--- config.mk ---
export PLATFORM = sky130hd
export DESIGN_NAME = nearest_track_table_update_core
export DESIGN_NICKNAME = d
export VERILOG_FILES = /design/src/hdl/ntu_pkg.sv /design/src/hdl/ntu_ram.sv /design/src/hdl/ntu_ctrl.sv /design/src/hdl/ntu_dp.sv /design/src/hdl/nearest_track_table_update_core.sv
export SDC_FILE = /design/constraint.sdc
export NUM_CORES = 2
export LEC_CHECK = 0
export BUFFER_PORTS_ARGS = -buffer_cell sky130_fd_sc_hd__buf_2
export CORE_MARGIN = 2
export CORE_UTILIZATION = 35
export DETAILED_ROUTE_END_ITERATION = 7
export PLACE_DENSITY = 0.62
export SLEW_MARGIN = 10
export SYNTH_ARGS = -nofsm -noshare
export SYNTH_HDL_FRONTEND = slang
export SYNTH_SLANG_ARGS = --single-unit
--- constraint.sdc ---
create_clock -name clk -period 15.7 [get_ports clk]
set_input_delay 0.785 -clock clk [delete_from_list [all_inputs] [get_ports clk]]
set_output_delay 0.785 -clock clk [all_outputs]
set_load 0.03 [all_outputs]
--- src/hdl/ntu_pkg.sv ---
// ----------------------------------------------------------------------------
// ntu_pkg
// Types and constants shared by the nearest track table update core.
// ----------------------------------------------------------------------------
package ntu_pkg;

  typedef struct packed {
    logic signed [15:0] x;
    logic signed [15:0] y;
    logic [31:0]        stamp;
    logic [15:0]        payload;
  } entry_t;

  localparam int ENTRY_W = $bits(entry_t);

  localparam logic [1:0] CMD_OBS   = 2'd0;
  localparam logic [1:0] CMD_SWEEP = 2'd1;
  localparam logic [1:0] CMD_READ  = 2'd2;
  localparam logic [1:0] CMD_NONE  = 2'd3;

  localparam logic [2:0] STAT_UPDATED  = 3'd0;
  localparam logic [2:0] STAT_INSERTED = 3'd1;
  localparam logic [2:0] STAT_DROPPED  = 3'd2;
  localparam logic [2:0] STAT_SWEEP    = 3'd3;
  localparam logic [2:0] STAT_READ     = 3'd4;

  localparam logic REG_RETENTION = 1'b0;
  localparam logic REG_RADIUS    = 1'b1;

  localparam logic [15:0] RETENTION_RESET = 16'd0;
  localparam logic [31:0] RADIUS_RESET    = 32'd1000000;

  typedef enum logic [4:0] {
    S_IDLE,
    S_DISPATCH,
    S_AGE_A,
    S_AGE_B,
    S_MATCH_A,
    S_MATCH_B,
    S_MATCH_C,
    S_MATCH_D,
    S_MATCH_DEC,
    S_MRG_A,
    S_MRG_B,
    S_MRGJ_A,
    S_MRGJ_B,
    S_MRGJ_C,
    S_MRGJ_D,
    S_READ_A,
    S_READ_B,
    S_OUT
  } state_t;

  typedef enum logic [4:0] {
    OP_NONE,
    OP_ACCEPT,
    OP_RD,
    OP_AGE_EVAL,
    OP_AGE_DONE,
    OP_DIFF,
    OP_SQ,
    OP_M_EVAL,
    OP_M_DEC,
    OP_I_RD,
    OP_I_LOAD,
    OP_J_EVAL,
    OP_I_DONE,
    OP_R_RD,
    OP_R_DATA,
    OP_OUT
  } op_t;

  typedef struct packed {
    op_t  op;
    logic use_cur;
  } ctrl_cmd_t;

  typedef struct packed {
    logic [1:0] cmd;
    logic       first;
    logic       last;
    logic       ret_nz;
    logic       scan_end;
    logic       i_end;
    logic       out_free;
  } dp_stat_t;

endpackage

--- src/hdl/ntu_ram.sv ---
// ----------------------------------------------------------------------------
// ntu_ram
// Generic single write port, single read port RAM with registered read data.
// ----------------------------------------------------------------------------
module ntu_ram #(
  parameter int WIDTH = 80,
  parameter int DEPTH = 16
) (
  input  logic                     clk,
  input  logic                     we,
  input  logic [$clog2(DEPTH)-1:0] waddr,
  input  logic [WIDTH-1:0]         wdata,
  input  logic [$clog2(DEPTH)-1:0] raddr,
  output logic [WIDTH-1:0]         rdata
);

  logic [WIDTH-1:0] mem [DEPTH];

  always_ff @(posedge clk) begin
    if (we) begin
      mem[waddr] <= wdata;
    end
    rdata <= mem[raddr];
  end

endmodule

--- src/hdl/ntu_ctrl.sv ---
// ----------------------------------------------------------------------------
// ntu_ctrl
// Sequencer for ageing, matching, merging and reading of the track table.
// ----------------------------------------------------------------------------
module ntu_ctrl (
  input  logic              clk,
  input  logic              rst_n,
  input  logic              in_tvalid,
  output logic              in_tready,
  input  ntu_pkg::dp_stat_t stat,
  output ntu_pkg::ctrl_cmd_t cmd
);

  ntu_pkg::state_t state_r, state_nxt;

  always_ff @(posedge clk) begin
    if (!rst_n) begin
      state_r <= ntu_pkg::S_IDLE;
    end else begin
      state_r <= state_nxt;
    end
  end

  always_comb begin
    state_nxt = state_r;
    unique case (state_r)
      ntu_pkg::S_IDLE: begin
        if (in_tvalid) state_nxt = ntu_pkg::S_DISPATCH;
      end
      ntu_pkg::S_DISPATCH: begin
        unique case (stat.cmd)
          ntu_pkg::CMD_OBS:   state_nxt = (stat.first && stat.ret_nz) ?
                                          ntu_pkg::S_AGE_A : ntu_pkg::S_MATCH_A;
          ntu_pkg::CMD_SWEEP: state_nxt = stat.ret_nz ? ntu_pkg::S_AGE_A : ntu_pkg::S_MRG_A;
          ntu_pkg::CMD_READ:  state_nxt = ntu_pkg::S_READ_A;
          default:            state_nxt = ntu_pkg::S_IDLE;
        endcase
      end
      ntu_pkg::S_AGE_A: begin
        if (!stat.scan_end) state_nxt = ntu_pkg::S_AGE_B;
        else if (stat.cmd == ntu_pkg::CMD_SWEEP) state_nxt = ntu_pkg::S_MRG_A;
        else state_nxt = ntu_pkg::S_MATCH_A;
      end
      ntu_pkg::S_AGE_B:   state_nxt = ntu_pkg::S_AGE_A;
      ntu_pkg::S_MATCH_A: state_nxt = stat.scan_end ? ntu_pkg::S_MATCH_DEC : ntu_pkg::S_MATCH_B;
      ntu_pkg::S_MATCH_B: state_nxt = ntu_pkg::S_MATCH_C;
      ntu_pkg::S_MATCH_C: state_nxt = ntu_pkg::S_MATCH_D;
      ntu_pkg::S_MATCH_D: state_nxt = ntu_pkg::S_MATCH_A;
      ntu_pkg::S_MATCH_DEC: state_nxt = stat.last ? ntu_pkg::S_MRG_A : ntu_pkg::S_OUT;
      ntu_pkg::S_MRG_A:   state_nxt = stat.i_end ? ntu_pkg::S_OUT : ntu_pkg::S_MRG_B;
      ntu_pkg::S_MRG_B:   state_nxt = ntu_pkg::S_MRGJ_A;
      ntu_pkg::S_MRGJ_A:  state_nxt = stat.scan_end ? ntu_pkg::S_MRG_A : ntu_pkg::S_MRGJ_B;
      ntu_pkg::S_MRGJ_B:  state_nxt = ntu_pkg::S_MRGJ_C;
      ntu_pkg::S_MRGJ_C:  state_nxt = ntu_pkg::S_MRGJ_D;
      ntu_pkg::S_MRGJ_D:  state_nxt = ntu_pkg::S_MRGJ_A;
      ntu_pkg::S_READ_A:  state_nxt = ntu_pkg::S_READ_B;
      ntu_pkg::S_READ_B:  state_nxt = ntu_pkg::S_OUT;
      ntu_pkg::S_OUT: begin
        if (stat.out_free) state_nxt = ntu_pkg::S_IDLE;
      end
      default: state_nxt = ntu_pkg::S_IDLE;
    endcase
  end

  always_comb begin
    in_tready   = 1'b0;
    cmd.op      = ntu_pkg::OP_NONE;
    cmd.use_cur = 1'b0;
    unique case (state_r)
      ntu_pkg::S_IDLE: begin
        in_tready = 1'b1;
        if (in_tvalid) cmd.op = ntu_pkg::OP_ACCEPT;
      end
      ntu_pkg::S_AGE_A:     cmd.op = stat.scan_end ? ntu_pkg::OP_AGE_DONE : ntu_pkg::OP_RD;
      ntu_pkg::S_AGE_B:     cmd.op = ntu_pkg::OP_AGE_EVAL;
      ntu_pkg::S_MATCH_A: begin
        if (!stat.scan_end) cmd.op = ntu_pkg::OP_RD;
      end
      ntu_pkg::S_MATCH_B:   cmd.op = ntu_pkg::OP_DIFF;
      ntu_pkg::S_MATCH_C:   cmd.op = ntu_pkg::OP_SQ;
      ntu_pkg::S_MATCH_D:   cmd.op = ntu_pkg::OP_M_EVAL;
      ntu_pkg::S_MATCH_DEC: cmd.op = ntu_pkg::OP_M_DEC;
      ntu_pkg::S_MRG_A: begin
        if (!stat.i_end) cmd.op = ntu_pkg::OP_I_RD;
      end
      ntu_pkg::S_MRG_B:     cmd.op = ntu_pkg::OP_I_LOAD;
      ntu_pkg::S_MRGJ_A:    cmd.op = stat.scan_end ? ntu_pkg::OP_I_DONE : ntu_pkg::OP_RD;
      ntu_pkg::S_MRGJ_B: begin
        cmd.op      = ntu_pkg::OP_DIFF;
        cmd.use_cur = 1'b1;
      end
      ntu_pkg::S_MRGJ_C:    cmd.op = ntu_pkg::OP_SQ;
      ntu_pkg::S_MRGJ_D:    cmd.op = ntu_pkg::OP_J_EVAL;
      ntu_pkg::S_READ_A:    cmd.op = ntu_pkg::OP_R_RD;
      ntu_pkg::S_READ_B:    cmd.op = ntu_pkg::OP_R_DATA;
      ntu_pkg::S_OUT: begin
        if (stat.out_free) cmd.op = ntu_pkg::OP_OUT;
      end
      default: cmd.op = ntu_pkg::OP_NONE;
    endcase
  end

endmodule

--- src/hdl/ntu_dp.sv ---
// ----------------------------------------------------------------------------
// ntu_dp
// Track table storage, distance unit, scan pointers and result register.
// ----------------------------------------------------------------------------
module ntu_dp #(
  parameter int TABLE_DEPTH = 16
) (
  input  logic               clk,
  input  logic               rst_n,
  input  ntu_pkg::ctrl_cmd_t cmd,
  output ntu_pkg::dp_stat_t  stat,
  input  logic [87:0]        in_tdata,
  input  logic [2:0]         in_tuser,
  input  logic               in_tlast,
  output logic               out_tvalid,
  input  logic               out_tready,
  output logic [95:0]        out_tdata,
  output logic [2:0]         out_tuser,
  input  logic               cfg_we,
  input  logic               cfg_index,
  input  logic [31:0]        cfg_wdata
);

  localparam int AW = $clog2(TABLE_DEPTH);
  localparam int CW = $clog2(TABLE_DEPTH + 1);
  localparam int RW = (CW > 4) ? CW : 4;
  localparam logic [CW-1:0] DEPTH_C = CW'(TABLE_DEPTH);

  logic [15:0] ret_r;
  logic [31:0] radius_r;

  logic [1:0]  icmd_r;
  logic signed [15:0] px_r, py_r;
  logic [31:0] st_r;
  logic [15:0] pl_r;
  logic        first_r, last_r;
  logic [3:0]  rs_r;

  logic [CW-1:0] count_r, count_nxt;
  logic [CW-1:0] rp_r, rp_nxt, wp_r, wp_nxt, i_r, i_nxt;
  logic [AW-1:0] best_r, best_nxt;
  logic          found_r, found_nxt;
  logic [34:0]   bestd_r, bestd_nxt;
  ntu_pkg::entry_t cur_r, cur_nxt, ent_r;
  logic signed [16:0] dx_r, dy_r;
  logic [33:0]   sqx_r, sqy_r;

  logic [2:0]    res_status_r, res_status_nxt;
  logic [3:0]    res_slot_r, res_slot_nxt;
  ntu_pkg::entry_t res_ent_r, res_ent_nxt;

  logic          out_valid_r, out_valid_nxt;
  logic [95:0]   out_data_r;
  logic [2:0]    out_user_r;

  logic            ram_we;
  logic [AW-1:0]   ram_waddr, ram_raddr;
  ntu_pkg::entry_t ram_wdata, ram_rdata;

  ntu_pkg::entry_t item;
  ntu_pkg::entry_t op_a;
  logic [34:0]   dsq;
  logic signed [32:0] age;
  logic          rs_ok;
  logic signed [33:0] prodx, prody;

  ntu_ram #(.WIDTH(ntu_pkg::ENTRY_W), .DEPTH(TABLE_DEPTH)) u_ram (
    .clk   (clk),
    .we    (ram_we),
    .waddr (ram_waddr),
    .wdata (ram_wdata),
    .raddr (ram_raddr),
    .rdata (ram_rdata)
  );

  assign item  = '{x: px_r, y: py_r, stamp: st_r, payload: pl_r};
  assign op_a  = cmd.use_cur ? cur_r : item;
  assign dsq   = {1'b0, sqx_r} + {1'b0, sqy_r};
  assign age   = $signed({1'b0, st_r}) - $signed({1'b0, ram_rdata.stamp});
  assign rs_ok = RW'(rs_r) < RW'(count_r);
  assign prodx = dx_r * dx_r;
  assign prody = dy_r * dy_r;

  assign stat.cmd      = icmd_r;
  assign stat.first    = first_r;
  assign stat.last     = last_r;
  assign stat.ret_nz   = ret_r != 16'd0;
  assign stat.scan_end = rp_r >= count_r;
  assign stat.i_end    = i_r >= count_r;
  assign stat.out_free = !out_valid_r || out_tready;

  always_comb begin
    count_nxt      = count_r;
    rp_nxt         = rp_r;
    wp_nxt         = wp_r;
    i_nxt          = i_r;
    best_nxt       = best_r;
    found_nxt      = found_r;
    bestd_nxt      = bestd_r;
    cur_nxt        = cur_r;
    res_status_nxt = res_status_r;
    res_slot_nxt   = res_slot_r;
    res_ent_nxt    = res_ent_r;
    out_valid_nxt  = out_valid_r && !out_tready;
    ram_we         = 1'b0;
    ram_waddr      = wp_r[AW-1:0];
    ram_wdata      = ram_rdata;
    ram_raddr      = rp_r[AW-1:0];
    unique case (cmd.op)
      ntu_pkg::OP_ACCEPT: begin
        rp_nxt         = '0;
        wp_nxt         = '0;
        i_nxt          = '0;
        best_nxt       = '0;
        found_nxt      = 1'b0;
        bestd_nxt      = {3'b000, radius_r};
        res_ent_nxt    = '0;
        res_status_nxt = (in_tuser[1:0] == ntu_pkg::CMD_READ) ?
                         ntu_pkg::STAT_READ : ntu_pkg::STAT_SWEEP;
        res_slot_nxt   = (in_tuser[1:0] == ntu_pkg::CMD_READ) ? in_tdata[83:80] : 4'd0;
      end
      ntu_pkg::OP_AGE_EVAL: begin
        if (age <= $signed({17'd0, ret_r})) begin
          ram_we = 1'b1;
          wp_nxt = wp_r + 1'b1;
        end
        rp_nxt = rp_r + 1'b1;
      end
      ntu_pkg::OP_AGE_DONE: begin
        count_nxt = wp_r;
        rp_nxt    = '0;
      end
      ntu_pkg::OP_M_EVAL: begin
        if (dsq < bestd_r) begin
          bestd_nxt = dsq;
          best_nxt  = rp_r[AW-1:0];
          found_nxt = 1'b1;
        end
        rp_nxt = rp_r + 1'b1;
      end
      ntu_pkg::OP_M_DEC: begin
        ram_wdata = item;
        if (found_r) begin
          ram_we         = 1'b1;
          ram_waddr      = best_r;
          res_status_nxt = ntu_pkg::STAT_UPDATED;
          res_slot_nxt   = 4'(best_r);
        end else if (count_r < DEPTH_C) begin
          ram_we         = 1'b1;
          ram_waddr      = count_r[AW-1:0];
          count_nxt      = count_r + 1'b1;
          res_status_nxt = ntu_pkg::STAT_INSERTED;
          res_slot_nxt   = 4'(count_r);
        end else begin
          res_status_nxt = ntu_pkg::STAT_DROPPED;
          res_slot_nxt   = 4'd0;
        end
      end
      ntu_pkg::OP_I_RD: ram_raddr = i_r[AW-1:0];
      ntu_pkg::OP_I_LOAD: begin
        cur_nxt = ram_rdata;
        rp_nxt  = i_r + 1'b1;
        wp_nxt  = i_r + 1'b1;
      end
      ntu_pkg::OP_J_EVAL: begin
        ram_wdata = ent_r;
        if (dsq < {3'b000, radius_r}) begin
          if (cur_r.stamp < ent_r.stamp) cur_nxt = ent_r;
        end else begin
          ram_we = 1'b1;
          wp_nxt = wp_r + 1'b1;
        end
        rp_nxt = rp_r + 1'b1;
      end
      ntu_pkg::OP_I_DONE: begin
        ram_we    = 1'b1;
        ram_waddr = i_r[AW-1:0];
        ram_wdata = cur_r;
        count_nxt = wp_r;
        i_nxt     = i_r + 1'b1;
      end
      ntu_pkg::OP_R_RD: ram_raddr = AW'(rs_r);
      ntu_pkg::OP_R_DATA: begin
        if (rs_ok) res_ent_nxt = ram_rdata;
      end
      ntu_pkg::OP_OUT: out_valid_nxt = 1'b1;
      default: begin
      end
    endcase
  end

  always_ff @(posedge clk) begin
    if (!rst_n) begin
      ret_r       <= ntu_pkg::RETENTION_RESET;
      radius_r    <= ntu_pkg::RADIUS_RESET;
      count_r     <= '0;
      out_valid_r <= 1'b0;
    end else begin
      if (cfg_we && cfg_index == ntu_pkg::REG_RETENTION) ret_r <= cfg_wdata[15:0];
      if (cfg_we && cfg_index == ntu_pkg::REG_RADIUS) radius_r <= cfg_wdata;
      count_r     <= count_nxt;
      out_valid_r <= out_valid_nxt;
    end
  end

  always_ff @(posedge clk) begin
    rp_r         <= rp_nxt;
    wp_r         <= wp_nxt;
    i_r          <= i_nxt;
    best_r       <= best_nxt;
    found_r      <= found_nxt;
    bestd_r      <= bestd_nxt;
    cur_r        <= cur_nxt;
    res_status_r <= res_status_nxt;
    res_slot_r   <= res_slot_nxt;
    res_ent_r    <= res_ent_nxt;
    if (cmd.op == ntu_pkg::OP_ACCEPT) begin
      icmd_r  <= in_tuser[1:0];
      first_r <= in_tuser[2];
      last_r  <= in_tlast;
      px_r    <= in_tdata[15:0];
      py_r    <= in_tdata[31:16];
      st_r    <= in_tdata[63:32];
      pl_r    <= in_tdata[79:64];
      rs_r    <= in_tdata[83:80];
    end
    if (cmd.op == ntu_pkg::OP_DIFF) begin
      ent_r <= ram_rdata;
      dx_r  <= $signed({op_a.x[15], op_a.x}) - $signed({ram_rdata.x[15], ram_rdata.x});
      dy_r  <= $signed({op_a.y[15], op_a.y}) - $signed({ram_rdata.y[15], ram_rdata.y});
    end
    if (cmd.op == ntu_pkg::OP_SQ) begin
      sqx_r <= prodx[33:0];
      sqy_r <= prody[33:0];
    end
    if (cmd.op == ntu_pkg::OP_OUT) begin
      out_user_r <= res_status_r;
      out_data_r <= {7'd0, res_ent_r.payload, res_ent_r.stamp, res_ent_r.y, res_ent_r.x,
                     5'(count_r), res_slot_r};
    end
  end

  assign out_tvalid = out_valid_r;
  assign out_tdata  = out_data_r;
  assign out_tuser  = out_user_r;

endmodule

--- src/hdl/nearest_track_table_update_core.sv ---
// ----------------------------------------------------------------------------
// nearest_track_table_update_core
// Ordered nearest-neighbour track table with ageing, matching and merging.
// ----------------------------------------------------------------------------
// One item is handled at a time; the table lives in a single RAM with one read
// and one write port, and every step of a scan goes through it. An observation
// runs a match scan over the entries, preceded by an ageing sweep on the first
// item of a batch when retention is nonzero, and followed by a merge pass on the
// last item. A finished result waits in the output register while the next item
// is taken.
module nearest_track_table_update_core #(
  parameter int TABLE_DEPTH = 16
) (
  input  logic        clk,
  input  logic        rst_n,
  input  logic        in_tvalid,
  output logic        in_tready,
  input  logic [87:0] in_tdata,   // pos_x, pos_y, stamp, payload, read_slot
  input  logic [2:0]  in_tuser,   // cmd, first_in_batch
  input  logic        in_tlast,
  output logic        out_tvalid,
  input  logic        out_tready,
  output logic [95:0] out_tdata,  // slot, track_count, out_x, out_y, out_stamp, out_payload
  output logic [2:0]  out_tuser,  // status
  input  logic        cfg_we,
  input  logic        cfg_index,
  input  logic [31:0] cfg_wdata
);

  ntu_pkg::ctrl_cmd_t cmd;
  ntu_pkg::dp_stat_t  stat;

  ntu_ctrl u_ctrl (
    .clk       (clk),
    .rst_n     (rst_n),
    .in_tvalid (in_tvalid),
    .in_tready (in_tready),
    .stat      (stat),
    .cmd       (cmd)
  );

  ntu_dp #(.TABLE_DEPTH(TABLE_DEPTH)) u_dp (
    .clk        (clk),
    .rst_n      (rst_n),
    .cmd        (cmd),
    .stat       (stat),
    .in_tdata   (in_tdata),
    .in_tuser   (in_tuser),
    .in_tlast   (in_tlast),
    .out_tvalid (out_tvalid),
    .out_tready (out_tready),
    .out_tdata  (out_tdata),
    .out_tuser  (out_tuser),
    .cfg_we     (cfg_we),
    .cfg_index  (cfg_index),
    .cfg_wdata  (cfg_wdata)
  );

endmodule

==> results.sh <==
export IMPL_cp_max_fo=43
export IMPL_setup_violations=0
export IMPL_gp_congestion=0.886
export IMPL_vias=57500
export IMPL_timing_rr_end="u_dp.u_ram.mem[15][70]$_DFFE_PP_"
export IMPL_area_growth_pct=12.3
export IMPL_hp_start="in_tdata[76]"
export IMPL_ys_ff_latch=2001
export IMPL_slew_viol_final=0
export IMPL_cp_startpoint="u_dp.sqy_r[19]$_DFFE_PN_"
export IMPL_cp_end_kind="flip-flop"
export IMPL_worstMarginPinSlew_ps=1100
export IMPL_min_delay_path_depth=1
export IMPL_die_h_um=542
export IMPL_drt_iter0_markers=4943
export IMPL_grt_max_degree=107
export IMPL_fin_worst_skew_ps=103
export IMPL_cts_sinks=2001
export IMPL_synth_top_family_by_area="adder cells"
export IMPL_synth_compound_area_share_pct=6.10
export IMPL_grt_first_pass_wirelength_um=383000
export IMPL_wl_um=258000
export IMPL_drive_gt1_share_pct=14.5
export IMPL_synth_fa_ha_area_share_pct=15.7
export IMPL_hold_end="u_dp.pl_r[12]$_DFFE_PP_"
export IMPL_worstSetupStartpointType="flip-flop"
export IMPL_overflow=0
export IMPL_fp_coreArea_mm2=0.288
export IMPL_period_share_pct=49.2
export IMPL_fin_crit_ps=7720
export IMPL_fin_nets=8306
export IMPL_hold_viol=0
export IMPL_grt_pass1_vias=60000
export IMPL_max_cap_violations=0
export IMPL_initial_core_util_pct=35.2
export IMPL_worstSetupPathType="flip-flop to flip-flop"
export IMPL_antenna_found_initial=23
export IMPL_yosys_top_cells_count="1862 x edfxtp_1, 888 x inv_1, 638 x nand2_1, 534 x fa_1, 413 x ha_1"
export IMPL_wire_per_inst_um=23.0
export IMPL_drc_errors=0
export IMPL_crit_required_ps=16120
export IMPL_synthSimpleGateAreaFrac_pct=6.39
export IMPL_hold_path_class="primary input to flip-flop"
export IMPL_synthFlopType="edfxtp_1"
export IMPL_clk_latency_ps=880
export IMPL_post_cts_buffers=0
export IMPL_whs_ps=92.9
export IMPL_status="finished clean"
export IMPL_async_flop_share_pct=0
export IMPL_slew_headroom_pct=26.9
export IMPL_synth_most_common_cell="edfxtp_1"
export IMPL_rr_startpoint="u_dp.sqy_r[19]$_DFFE_PN_"
export IMPL_synth_distinct_cells=84
export IMPL_reg2reg_setup_slack_ps=7980
export IMPL_viasPerCell=5.14
export IMPL_slowest_delay_ps=830
export IMPL_synth_cells=6967
export IMPL_netlist_area_leader_share_pct=55.2
export IMPL_yosysWarnings=0
export IMPL_timing_fmax_mhz=130
export IMPL_io_buffers=219
export IMPL_grt_usage_pct=17.4
export IMPL_synth_top_cell_by_area="edfxtp_1"
export IMPL_ys_seq_area_share_pct=57.9
export IMPL_hpwl_um=167000
export IMPL_clock_path_buffers=4
export IMPL_synth_edf_count=1862
export IMPL_tns_ps=0
export IMPL_netlist_area_mm2=0.101
export IMPL_cts_hold_buffers=0
export IMPL_postCtsResizedCells=0
export IMPL_ff2ff_path_depth=26
export IMPL_die_area_mm2=0.294
export IMPL_cts_buffers_inserted=206
export IMPL_htreeDepth=4
export IMPL_cts_tree="yes"
export IMPL_num_rows=197
export IMPL_rsz0062_at_grt="no"
export IMPL_cp_slowest_cell="buf_4"
export IMPL_arrival_ps=8150
export IMPL_ant_nets=0
export IMPL_syn_area_per_cell_um2=14.5
export IMPL_die_w_um=542
export IMPL_clock_root_buffer="clkbuf_16"
export IMPL_synthMuxAreaShare_pct=7.85
export IMPL_clk_pin_slew_worst_paths_ps=70
export IMPL_ys_top_cells_by_area="edfxtp_1 55%, fa_1 11%, mux4_2 7.1%"
export IMPL_io_pins=231
export IMPL_synth_xor_area_share_pct=1.52
export IMPL_firstDrtPassIters=7
-- registers in the layout, indices dropped and copies added (netlist names), 17 cells and up --
register and flops:
u_dp.u_ram.mem 1280, u_dp.out_tdata 89, u_dp.cur_r 80, u_dp.ent_r 80, u_dp.res_ent_r 80, u_dp.u_ram.rdata 80
u_dp.bestd_r 35, u_dp.sqx_r 33, u_dp.sqy_r 33, u_dp.radius_r 32, u_dp.st_r 32, u_dp.dx_r 17
u_dp.dy_r 17
-- per-stage QoR --
step / area [um^2] / setup WS [ps] / instances / util, %
after floorplan: 101000 / 3420 / 6973 / -
after global placement: 107000 / 8020 / 10800 / 37.1
after detailed placement: 107000 / 7980 / 10800 / 37.1
after CTS: 114000 / 7900 / 11200 / 39.5
after global routing: 114000 / 7450 / 11200 / 39.5
final: 114000 / 7980 / 11200 / 39.5
-- routing by layer --
metal  global-route usage [%]  wire length (um)  vias to the layer above
li1                         -                 -                    25600
met1                     22.5            106000                    29700
met2                     29.6            127000                     1743
met3                     1.90             13500                      425
met4                     7.19             11300                        0
met5                        0                 0                        -
-- placed cells by master, fill, tap and decap left out, types with 48 or more instances in the layout --
| master | n |
|---|---|
| buf_2 | 219 |
| buf_4 | 85 |
| mux4_2 | 320 |
| a22oi_1 | 222 |
| a21oi_1 | 163 |
| dfxtp_1 | 139 |
| ha_1 | 413 |
| nand2b_1 | 52 |
| clkbuf_16 | 208 |
| nand2_1 | 637 |
| a21boi_0 | 48 |
| nand3_1 | 104 |
| fa_1 | 534 |
| xnor2_1 | 135 |
| mux2_2 | 54 |
| and2_1 | 187 |
| a21o_1 | 64 |
| inv_1 | 885 |
| nor2b_1 | 63 |
| o21ai_0 | 180 |
| nor2_1 | 180 |
| edfxtp_1 | 1862 |
-- how the worst max path moves through the flow --
stage	depth (start not counted)	slack [ps]	endpoint
2_1_floorplan	23	3420	u_dp.u_ram.mem[12][0]$_DFFE_PP_
3_3_place_gp	26	8020	u_dp.u_ram.mem[15][70]$_DFFE_PP_
3_5_place_dp	26	7980	u_dp.u_ram.mem[15][76]$_DFFE_PP_
4_1_cts	26	7900	u_dp.u_ram.mem[15][71]$_DFFE_PP_
5_1_grt	26	7450	u_dp.u_ram.mem[15][76]$_DFFE_PP_
6_report	26	7980	u_dp.u_ram.mem[15][70]$_DFFE_PP_
-- worst max-delay path: cells and delay by family (launching register included) --
kind	cells	cell delay (ps)
buf+inv	3	1760
flops	1	380
compound gates	14	3570
simple gates	6	690
fa+ha+maj	2	690
xor+xnor	1	140
-- cell type report --
cell class,instances,area [um^2]
Antenna cell,18,45.0
Clock buffer,270,5670
Clock inverter,106,1270
Fill cell,26200,174000
Inverter,892,3350
Multi-Input combinational cell,3822,38300
Sequential cell,2001,58700
Tap cell,3781,4730
Timing Repair Buffer,306,1770
-- cell families after synthesis --
family	count (synthesis)
buffers and inverters	1150
adders and majority gates	948
other	1
muxes	388
xor gates and xnor gates	176
and+or+nand+nor	1390
DFF	2001
AOI/OAI and AO/OA	913
Power is not shown: default switching activity piles up to over one toggle a cycle in this logic, so the estimate is an artifact.
